**src/hsv2rgb_pkg.sv**
```systemverilog
package hsv2rgb_pkg;

  localparam int unsigned FULL_SCALE    = 255;
  localparam int unsigned FULL_SCALE_SQ = 65025;

  localparam logic [7:0]  FULL_SCALE_8   = 8'(FULL_SCALE);
  localparam logic [15:0] FULL_SCALE_SQ16 = 16'(FULL_SCALE_SQ);

  // Reciprocal constants, rounded up. With these shifts the product gives the
  // exact truncated quotient for every numerator that the datapath produces.
  localparam int unsigned P_RECIP_SHIFT = 24;
  localparam logic [16:0] P_RECIP =
    17'(((64'd1 << P_RECIP_SHIFT) + 64'(FULL_SCALE) - 64'd1) / 64'(FULL_SCALE));
  localparam int unsigned Q_RECIP_SHIFT = 40;
  localparam logic [24:0] Q_RECIP =
    25'(((64'd1 << Q_RECIP_SHIFT) + 64'(FULL_SCALE_SQ) - 64'd1) / 64'(FULL_SCALE_SQ));

  typedef enum logic [2:0] {
    SEC_RED     = 3'd0,
    SEC_YELLOW  = 3'd1,
    SEC_GREEN   = 3'd2,
    SEC_CYAN    = 3'd3,
    SEC_BLUE    = 3'd4,
    SEC_MAGENTA = 3'd5
  } sector_t;

  typedef struct packed {
    logic [7:0] hue;
    logic [7:0] saturation;
    logic [7:0] brightness;
  } hsv_in_t;

  typedef struct packed {
    logic [7:0] red;
    logic [7:0] green;
    logic [7:0] blue;
  } rgb_out_t;

  typedef struct packed {
    logic       valid;
    logic       gray;
    sector_t    sector;
    logic [7:0] rem;
    logic [7:0] sat;
    logic [7:0] val;
  } stage1_t;

  typedef struct packed {
    logic       valid;
    logic       gray;
    sector_t    sector;
    logic [7:0] p;
    logic [7:0] q;
    logic [7:0] t;
    logic [7:0] val;
  } stage4_t;

endpackage

```
**src/hsv2rgb_sector.sv**
```systemverilog
module hsv2rgb_sector (
  input  logic                  clk,
  input  logic                  rst,
  input  logic                  start,
  input  hsv2rgb_pkg::hsv_in_t  hsv,
  output hsv2rgb_pkg::stage1_t  s1
);

  localparam logic [10:0] BOUND_1 = 11'(1 * hsv2rgb_pkg::FULL_SCALE);
  localparam logic [10:0] BOUND_2 = 11'(2 * hsv2rgb_pkg::FULL_SCALE);
  localparam logic [10:0] BOUND_3 = 11'(3 * hsv2rgb_pkg::FULL_SCALE);
  localparam logic [10:0] BOUND_4 = 11'(4 * hsv2rgb_pkg::FULL_SCALE);
  localparam logic [10:0] BOUND_5 = 11'(5 * hsv2rgb_pkg::FULL_SCALE);

  logic [7:0]           hue_wrapped;
  logic [10:0]          hue6;
  logic [10:0]          base;
  hsv2rgb_pkg::sector_t sector;
  logic [10:0]          rem_wide;

  // The top of the hue range is the same color as hue zero.
  assign hue_wrapped = (hsv.hue == hsv2rgb_pkg::FULL_SCALE_8) ? 8'd0 : hsv.hue;
  assign hue6 = 11'(hue_wrapped) * 11'd6;

  always_comb begin
    priority if (hue6 >= BOUND_5) begin
      sector = hsv2rgb_pkg::SEC_MAGENTA;
      base   = BOUND_5;
    end else if (hue6 >= BOUND_4) begin
      sector = hsv2rgb_pkg::SEC_BLUE;
      base   = BOUND_4;
    end else if (hue6 >= BOUND_3) begin
      sector = hsv2rgb_pkg::SEC_CYAN;
      base   = BOUND_3;
    end else if (hue6 >= BOUND_2) begin
      sector = hsv2rgb_pkg::SEC_GREEN;
      base   = BOUND_2;
    end else if (hue6 >= BOUND_1) begin
      sector = hsv2rgb_pkg::SEC_YELLOW;
      base   = BOUND_1;
    end else begin
      sector = hsv2rgb_pkg::SEC_RED;
      base   = 11'd0;
    end
  end

  assign rem_wide = hue6 - base;

  always_ff @(posedge clk) begin
    if (rst) begin
      s1.valid <= 1'b0;
    end else begin
      s1.valid <= start;
    end
    s1.gray   <= (hsv.saturation == 8'd0);
    s1.sector <= sector;
    s1.rem    <= rem_wide[7:0];
    s1.sat    <= hsv.saturation;
    s1.val    <= hsv.brightness;
  end

endmodule

```
**src/hsv2rgb_pqt.sv**
```systemverilog
module hsv2rgb_pqt (
  input  logic                 clk,
  input  logic                 rst,
  input  hsv2rgb_pkg::stage1_t s1,
  output hsv2rgb_pkg::stage4_t s4
);

  // Second stage: products of saturation and the in-sector position, and the numerator of p.
  logic                 s2_valid;
  logic                 s2_gray;
  hsv2rgb_pkg::sector_t s2_sector;
  logic [7:0]           s2_val;
  logic [15:0]          s2_sr;
  logic [15:0]          s2_sr_inv;
  logic [15:0]          s2_p_num;

  // Third stage: numerators of q and t, p already reduced.
  logic                 s3_valid;
  logic                 s3_gray;
  hsv2rgb_pkg::sector_t s3_sector;
  logic [7:0]           s3_val;
  logic [7:0]           s3_p;
  logic [23:0]          s3_q_num;
  logic [23:0]          s3_t_num;

  logic [32:0]          p_prod;
  logic [48:0]          q_prod;
  logic [48:0]          t_prod;

  always_ff @(posedge clk) begin
    if (rst) begin
      s2_valid <= 1'b0;
      s3_valid <= 1'b0;
    end else begin
      s2_valid <= s1.valid;
      s3_valid <= s2_valid;
    end
  end

  always_ff @(posedge clk) begin
    s2_gray   <= s1.gray;
    s2_sector <= s1.sector;
    s2_val    <= s1.val;
    s2_sr     <= 16'(s1.sat) * 16'(s1.rem);
    s2_sr_inv <= 16'(s1.sat) * 16'(hsv2rgb_pkg::FULL_SCALE_8 - s1.rem);
    s2_p_num  <= 16'(s1.val) * 16'(hsv2rgb_pkg::FULL_SCALE_8 - s1.sat);
  end

  // Division by 255 as a multiplication by the rounded-up reciprocal.
  assign p_prod = 33'(s2_p_num) * 33'(hsv2rgb_pkg::P_RECIP);

  always_ff @(posedge clk) begin
    s3_gray   <= s2_gray;
    s3_sector <= s2_sector;
    s3_val    <= s2_val;
    s3_p      <= p_prod[hsv2rgb_pkg::P_RECIP_SHIFT +: 8];
    s3_q_num  <= 24'(s2_val) * 24'(hsv2rgb_pkg::FULL_SCALE_SQ16 - s2_sr);
    s3_t_num  <= 24'(s2_val) * 24'(hsv2rgb_pkg::FULL_SCALE_SQ16 - s2_sr_inv);
  end

  // Division by 255 squared, likewise by reciprocal.
  assign q_prod = 49'(s3_q_num) * 49'(hsv2rgb_pkg::Q_RECIP);
  assign t_prod = 49'(s3_t_num) * 49'(hsv2rgb_pkg::Q_RECIP);

  always_ff @(posedge clk) begin
    if (rst) begin
      s4.valid <= 1'b0;
    end else begin
      s4.valid <= s3_valid;
    end
    s4.gray   <= s3_gray;
    s4.sector <= s3_sector;
    s4.val    <= s3_val;
    s4.p      <= s3_p;
    s4.q      <= q_prod[hsv2rgb_pkg::Q_RECIP_SHIFT +: 8];
    s4.t      <= t_prod[hsv2rgb_pkg::Q_RECIP_SHIFT +: 8];
  end

endmodule

```
**src/hsv2rgb_select.sv**
```systemverilog
module hsv2rgb_select (
  input  logic                  clk,
  input  logic                  rst,
  input  hsv2rgb_pkg::stage4_t  s4,
  output logic                  strobe,
  output hsv2rgb_pkg::rgb_out_t rgb
);

  hsv2rgb_pkg::rgb_out_t rgb_next;

  always_comb begin
    if (s4.gray) begin
      rgb_next = '{red: s4.val, green: s4.val, blue: s4.val};
    end else begin
      unique case (s4.sector)
        hsv2rgb_pkg::SEC_RED:    rgb_next = '{red: s4.val, green: s4.t,   blue: s4.p};
        hsv2rgb_pkg::SEC_YELLOW: rgb_next = '{red: s4.q,   green: s4.val, blue: s4.p};
        hsv2rgb_pkg::SEC_GREEN:  rgb_next = '{red: s4.p,   green: s4.val, blue: s4.t};
        hsv2rgb_pkg::SEC_CYAN:   rgb_next = '{red: s4.p,   green: s4.q,   blue: s4.val};
        hsv2rgb_pkg::SEC_BLUE:   rgb_next = '{red: s4.t,   green: s4.p,   blue: s4.val};
        default:                 rgb_next = '{red: s4.val, green: s4.p,   blue: s4.q};
      endcase
    end
  end

  always_ff @(posedge clk) begin
    if (rst) begin
      strobe <= 1'b0;
    end else begin
      strobe <= s4.valid;
    end
  end

  always_ff @(posedge clk) begin
    rgb <= rgb_next;
  end

endmodule

```
**src/hsv_to_rgb_converter.sv**
```systemverilog
// HSV to RGB color converter, 8 bits per component.
//
// Input channel: drive hsv and raise start for one cycle per pixel. A pixel
// transfer happens at each rising edge with start high and busy low. busy is
// always low, so a new pixel may be sent in every cycle.
// Output channel: each result appears on rgb for exactly one cycle, marked by
// strobe high. The receiver cannot stall, so no back pressure exists.
//
// Throughput is one pixel per clock. The pipeline is sector decode,
// saturation products, value products with the division of p, division of q
// and t by reciprocal multiplication, and the sector select into the output
// register. Results leave in the order the pixels came in.
//
// Synchronous reset clears all stage valid bits, so no strobe is raised for
// anything in flight at reset. The data registers are not reset.
module hsv_to_rgb_converter (
  input  logic                  clk,
  input  logic                  rst,
  input  logic                  start,
  output logic                  busy,
  input  hsv2rgb_pkg::hsv_in_t  hsv,
  output logic                  strobe,
  output hsv2rgb_pkg::rgb_out_t rgb
);

  hsv2rgb_pkg::stage1_t s1;
  hsv2rgb_pkg::stage4_t s4;

  assign busy = 1'b0;

  hsv2rgb_sector u_sector (
    .clk   (clk),
    .rst   (rst),
    .start (start),
    .hsv   (hsv),
    .s1    (s1)
  );

  hsv2rgb_pqt u_pqt (
    .clk (clk),
    .rst (rst),
    .s1  (s1),
    .s4  (s4)
  );

  hsv2rgb_select u_select (
    .clk    (clk),
    .rst    (rst),
    .s4     (s4),
    .strobe (strobe),
    .rgb    (rgb)
  );

endmodule

```
**config.mk**
```make
export PLATFORM = sky130hd
export DESIGN_NAME = hsv_to_rgb_converter
export DESIGN_NICKNAME = d
export VERILOG_FILES = /design/src/hsv2rgb_pkg.sv /design/src/hsv2rgb_sector.sv /design/src/hsv2rgb_pqt.sv /design/src/hsv2rgb_select.sv /design/src/hsv_to_rgb_converter.sv
export SDC_FILE = /design/constraint.sdc
export NUM_CORES = 2
export LEC_CHECK = 0
export ABC_AREA = 0
export BUFFER_PORTS_ARGS = -buffer_cell sky130_fd_sc_hd__buf_4
export CAP_MARGIN = 10
export CORE_ASPECT_RATIO = 0.9
export CORE_MARGIN = 3
export CORE_UTILIZATION = 30
export CTS_BUF_LIST = sky130_fd_sc_hd__clkbuf_8 sky130_fd_sc_hd__clkbuf_16
export CTS_CLUSTER_SIZE = 24
export DETAILED_ROUTE_END_ITERATION = 8
export GPL_ROUTABILITY_DRIVEN = 1
export PLACE_DENSITY = 0.52
export SLEW_MARGIN = 0
export SYNTH_ARGS = -nofsm -noshare
export SYNTH_HDL_FRONTEND = slang
export SYNTH_SLANG_ARGS = --single-unit
```
**constraint.sdc**
```tcl
create_clock -name clk -period 5.75 [get_ports clk]
set_clock_uncertainty 0.2 [all_clocks]
set_input_delay 0.575 -clock clk [delete_from_list [all_inputs] [get_ports clk]]
set_output_delay 0.575 -clock clk [all_outputs]
set_load 0.1 [all_outputs]
```
# [Yosys cells after proc, flatten, opt, wreduce, memory -nomap -nowiden]
# Index checks and enable logic that the tools add are counted.
[classes] add_sub_neg=5 mul=9 magnitude_cmp=5 n_eq_ne=5 mux=12 reduce_logical=3
[op_table] op="24-bit one-hot mux with 5 select lines" n=1
[op_table] op="24-bit by 25-bit multiplier with 48-bit output, second input constant" n=2
[op_table] op="8-bit by 24-bit multiplier with 24-bit output" n=2
[op_table] op="8-bit two-way mux" n=6
[op_table] op="16-bit by 16-bit subtractor with 17-bit output, first input constant" n=2
[op_table] op="8-bit by 16-bit multiplier with 16-bit output" n=2
[op_table] op="16-bit by 16-bit multiplier with 31-bit output, second input constant" n=1
[op_table] op="24-bit two-way mux" n=1
[op_table] op="11-bit by 10-bit >= comparator with 1-bit output, second input constant" n=2
[op_table] op="8-bit by 8-bit subtractor with 9-bit output, first input constant" n=2
[op_table] op="8-bit by 8-bit multiplier with 16-bit output" n=1
[op_table] op="11-bit >= comparator, second input constant" n=1
[op_table] op="11-bit by 8-bit >= comparator with 1-bit output, second input constant" n=1
[op_table] op="11-bit by 9-bit >= comparator with 1-bit output, second input constant" n=1
[op_table] op="8-bit by 2-bit multiplier with 10-bit output, second input constant" n=1
[op_table] op="8-bit equality test, second input constant" n=1
[op_table] op="8-bit logical NOT" n=1
[op_table] op="8-bit subtractor" n=1
[op_table] op="3-bit by 2-bit equality test with 1-bit output, second input constant" n=2
[op_table] op="3-bit two-way mux" n=2
[op_table] op="3-bit by 1-bit equality test with 1-bit output, second input constant" n=1
[op_table] op="3-bit equality test, second input constant" n=1
[op_table] op="3-bit logical NOT" n=1
[op_table] op="1-bit two-way mux" n=2
[op_table] op="2-bit OR reduction" n=1
[totals] regBits=221 out_inout_bits=26 word_cells=71

# [Depth between registers and ports, before layout]
[logic_depth] word_depth=10 depth_mapped=24 ltp_nobuf=24

# [By module]
# From an unflattened synthesis, not the netlist that was laid out.
[hier_totals] hier_cells=3597 area_unflattened_um2=33848.7
[modules_own_cells] mod="hsv2rgb_pqt" instances=1 cells_each=3218 area_each_um2=30474.2 seq_area_each_um2=3343.2
[modules_own_cells] mod="hsv2rgb_select" instances=1 cells_each=206 area_each_um2=1775.5 seq_area_each_um2=500.5
[modules_own_cells] mod="hsv2rgb_sector" instances=1 cells_each=171 area_each_um2=1587.8 seq_area_each_um2=580.6
[modules_own_cells] mod="hsv_to_rgb_converter" instances=1 cells_each=2 area_each_um2=11.3 seq_area_each_um2=0.0

# [Worst setup path after synthesis]
# No wires, ideal clock.
[synth_timing] kind="register -> register" startpoint="register u_pqt.s2_sr_inv[1]" endpoint="register u_pqt.s3_t_num[23]" setup_ns=0.072 arrival_time_ns=5.623 setup_slack_ns=-0.145 path_stages_with_launch=25 path_buffers=1 period_less_slack_ns=5.895 path_cell_list="dfxtp_1 > clkbuf_1 > inv_1 > ha_1 > nand2_1 > or3_1 > and3_1 > nand3_1 > xor2_1 > nand2_1 > fa_1 > inv_1 > fa_1 > fa_1 > inv_1 > fa_1 > inv_1 > ha_1 > or2_2 > a21oi_1 > a311oi_1 > o21a_1 > o21a_1 > o41ai_1 > xnor2_1"
[synth_via] elab_chain_len=2
[synth_lines] element="start: declaration" line="hsv2rgb_pqt.sv:14" source="logic [15:0] s2_sr_inv;"
[synth_lines] element="start signal: assignment" line="hsv2rgb_pqt.sv:45" source="s2_sr_inv <= 16'(s1.sat) * 16'(hsv2rgb_pkg::FULL_SCALE_8 - s1.rem);"
[synth_lines] element="16-bit by 16-bit subtractor with 17-bit output" line="hsv2rgb_pqt.sv:58" source="s3_t_num <= 24'(s2_val) * 24'(hsv2rgb_pkg::FULL_SCALE_SQ16 - s2_sr_inv);"
[synth_lines] element="8-bit by 24-bit multiplier with 24-bit output" line="hsv2rgb_pqt.sv:58"
[synth_lines] element="end signal: assignment" line="hsv2rgb_pqt.sv:58"
[synth_lines] element="end: declaration" line="hsv2rgb_pqt.sv:24" source="logic [23:0] s3_t_num;"
# Every way passes these cells.
# A chain may end at the register's enable or synchronous reset.

# [Final worst setup path]
[layout_timing] startpoint="register u_pqt.s2_sr_inv[4]" endpoint="register u_pqt.s3_t_num[23]"
# Same word-level chain as after synthesis.

==> impl_metrics.yaml <==
worst_setup_path:
  crit_required_ns: 6.04
  cp-start-kind: "register"
  critPathMaxFanout: 6
  endpoint_kind: "register"
  cp_data_arrival_time_ns: 5.92
  critical_path_class: "reg2reg"
drt:
  first_pass_iters: 7
  drt_iter0_drc: 1032
  routed_wl_um: 74100
  viasPerCell: 4.40
  ant_nets: 0
  drcViolationCount: 0
  via_count: 22700
  drt-wirelength-per-cell_um: 14.4
placed_design:
  hpwl_um: 62500
  dp_slack_ns: -0.162
  placed_area_mm2: 0.0363
  gp_congestion: 0.832
  io_buffer_count: 51
sta:
  drv_slew: 0
  period_needed_ns: 5.63
  relSlewSlack_pct: 38.2
  setup_viol: 0
  tightest_slew_ns: 0.925
  setup_ws_ns: 0.116
  rsz0062_at_grt: "yes"
  fmax_ghz: 0.177
  finalHoldViolations: 0
  finalCritPeriodShare_pct: 98.0
outcome:
  status: "completed"
cells_and_area:
  fin_util_pct: 35.7
  drive_above_1_share_pct: 13.2
  fin_area_mm2: 0.0385
  nets: 4838
  syn2layout_area_growth_pct: 17.3
  fill_cells: 11000
global_route:
  overflow: 0
  grt_antenna_before_repair: 1
  grt_max_degree: 37
  grt_use_total_pct: 13.3
  grt_pass1_vias: 23500
  grt_pass1_wl_um: 124000
floorplan:
  die_h_um: 320
  rows: 114
  coreArea_mm2: 0.108
  die_area_mm2: 0.113
  initial_core_util_pct: 30.4
  pin_count: 53
  die_w_um: 355
clock_network:
  htreeDepth: 1
  cts_tree: "yes"
  clk_pin_slew_ns: 0.06
  cts_buffer_depth: 3
  cts_buffers: 29
  cts_num_sinks: 221
  cts_root_buf: "clkbuf_16"
  clock_latency_ns: 0.57
synth:
  yosysSeqAreaShare_pct: 13.5
  syn-cell-area_mm2: 0.0328
  synth_ff_type: "dfxtp_1"
  yosysWarnings: 0
  synthArstFlopShare_pct: 0
  ys_types: 81
  synth_edf_count: 0
  ys_ff_latch: 221
  synth_top_cell_by_area: "fa_1"
  synth.top_cells.by_count: "708 x inv_1, 686 x ha_1, 440 x fa_1"
  syn_nets: 4605
  synthCells: 3452
  synth.avg_cell_area_um2: 9.51
  yosysMostFrequentCell: "inv_1"
  synthTopCellsByArea: "fa_1 27%, ha_1 26%, dfxtp_1 13%"
  yosysTopAreaCellShare_pct: 26.8
flow_run:
  cap_violations: 0
hold_path:
  min_path_type: "reg2reg"
## layout by cell type (no fill, tap or decap), types with 31 or more instances in the layout
| cell | count |
|---|---|
| buf_4 | 257 |
| xor2_1 | 31 |
| nand2_1 | 192 |
| o21ai_0 | 75 |
| nand2b_1 | 81 |
| a21o_1 | 38 |
| nor2b_1 | 116 |
| fa_1 | 432 |
| nor2_1 | 83 |
| ha_1 | 659 |
| inv_1 | 701 |
| dfxtp_1 | 207 |
| xnor2_1 | 88 |
| and2_1 | 198 |
| a21oi_1 | 94 |
## layer usage
layer	part of all wire [%]	global-route usage (%)	routed length, um	vias up
li1	-	-	-	11400
met1	53	20.2	39300	11000
met2	43	20.6	31700	238
met3	3.1	1.55	2280	44
met4	1.1	1.53	788	0
met5	0	0	0	-
## repair_timing
action | in CTS | in global routing
pin swaps | 3 | 83
hold buffers | 18 | 0
setup endpoints to repair | 9 | 27
resized for setup | 12 | 165
buffers inserted | 1 | 13
endpoints found under the hold margin | 21 | 0
## cell families (layout without fill, tap and decap cells)
| logic type | Yosys count | count (layout) | synth area share, % |
|---|---|---|---|
| AOI/OAI and AO/OA | 359 | 359 | 7.28 |
| xor gates and xnor gates | 134 | 134 | 3.60 |
| adders and majority gates | 1126 | 1126 | 53.0 |
| buffers and inverters | 789 | 1043 | 9.06 |
| DFF | 221 | 221 | 13.5 |
| muxes | 10 | 10 | 0.309 |
| other | 1 | 2 | 0.0114 |
| and+or+nand+nor | 812 | 812 | 13.3 |
## final timing paths
path	cells after the start	slack [ns]	start	endpoint
setup / recovery	23	0.12	u_pqt.s2_sr_inv[4]$_DFF_P_	u_pqt.s3_t_num[23]$_DFF_P_
setup reg to reg	23	0.12	u_pqt.s2_sr_inv[4]$_DFF_P_	u_pqt.s3_t_num[23]$_DFF_P_
hold / removal	0	0.12	u_pqt.s3_val[4]$_DFF_P_	u_pqt.s4[4]$_DFF_P_
hold reg to reg	0	0.12	u_pqt.s3_val[4]$_DFF_P_	u_pqt.s4[4]$_DFF_P_
## worst max-delay path: stages (launching register included)
cell      delay (ns)
dfxtp_2         0.33
nor4_4          0.29
nand2_1         0.10
or3_4           0.38
and3_4          0.23
nand3_4         0.09
xor2_2          0.15
buf_4           0.15
buf_12          0.10
nand2_1         0.07
fa_1            0.53
inv_1           0.05
fa_1            0.46
fa_1            0.54
inv_1           0.05
fa_1            0.48
inv_1           0.06
ha_4            0.17
nor3_4          0.20
a311oi_2        0.13
o21a_1          0.20
o21a_1          0.19
o41ai_2         0.23
xnor2_1         0.16
## area by class of cell
cell class | instances | area, um2 | area share, %
clock inverter | 15 | 180 | 0.468
tap | 1450 | 1810 | 4.71
antenna | 1 | 2.50 | 0.00650
clock buffer | 37 | 836 | 2.17
timing repair buffer | 283 | 2230 | 5.78
inverter | 708 | 2660 | 6.90
multi-input combinational | 2442 | 26400 | 68.4
sequential | 221 | 4440 | 11.5
## stage by stage
stage               instances  hold WS [ns]  setup TNS (ns)
global route             5156         0.128          -0.504
global placement         5072         0.111          -0.354
detailed placement       5072         0.112          -0.775
finish                   5157         0.122               0
CTS                      5143         0.123         -0.0816
floorplan                3452         0.110               0
## state kept, by name (all words and copies together), names as in the netlist, 16 cells and up
signal and flops:
u_pqt.s3_q_num 24, u_select.rgb 24, u_pqt.s4 37, u_sector.s1 29, u_pqt.s2_sr_inv 16, u_pqt.s2_p_num 16
u_pqt.s2_sr 16, u_pqt.s3_t_num 24
Power is not shown: default switching activity piles up to over one toggle a cycle in this logic, so the estimate is an artifact.
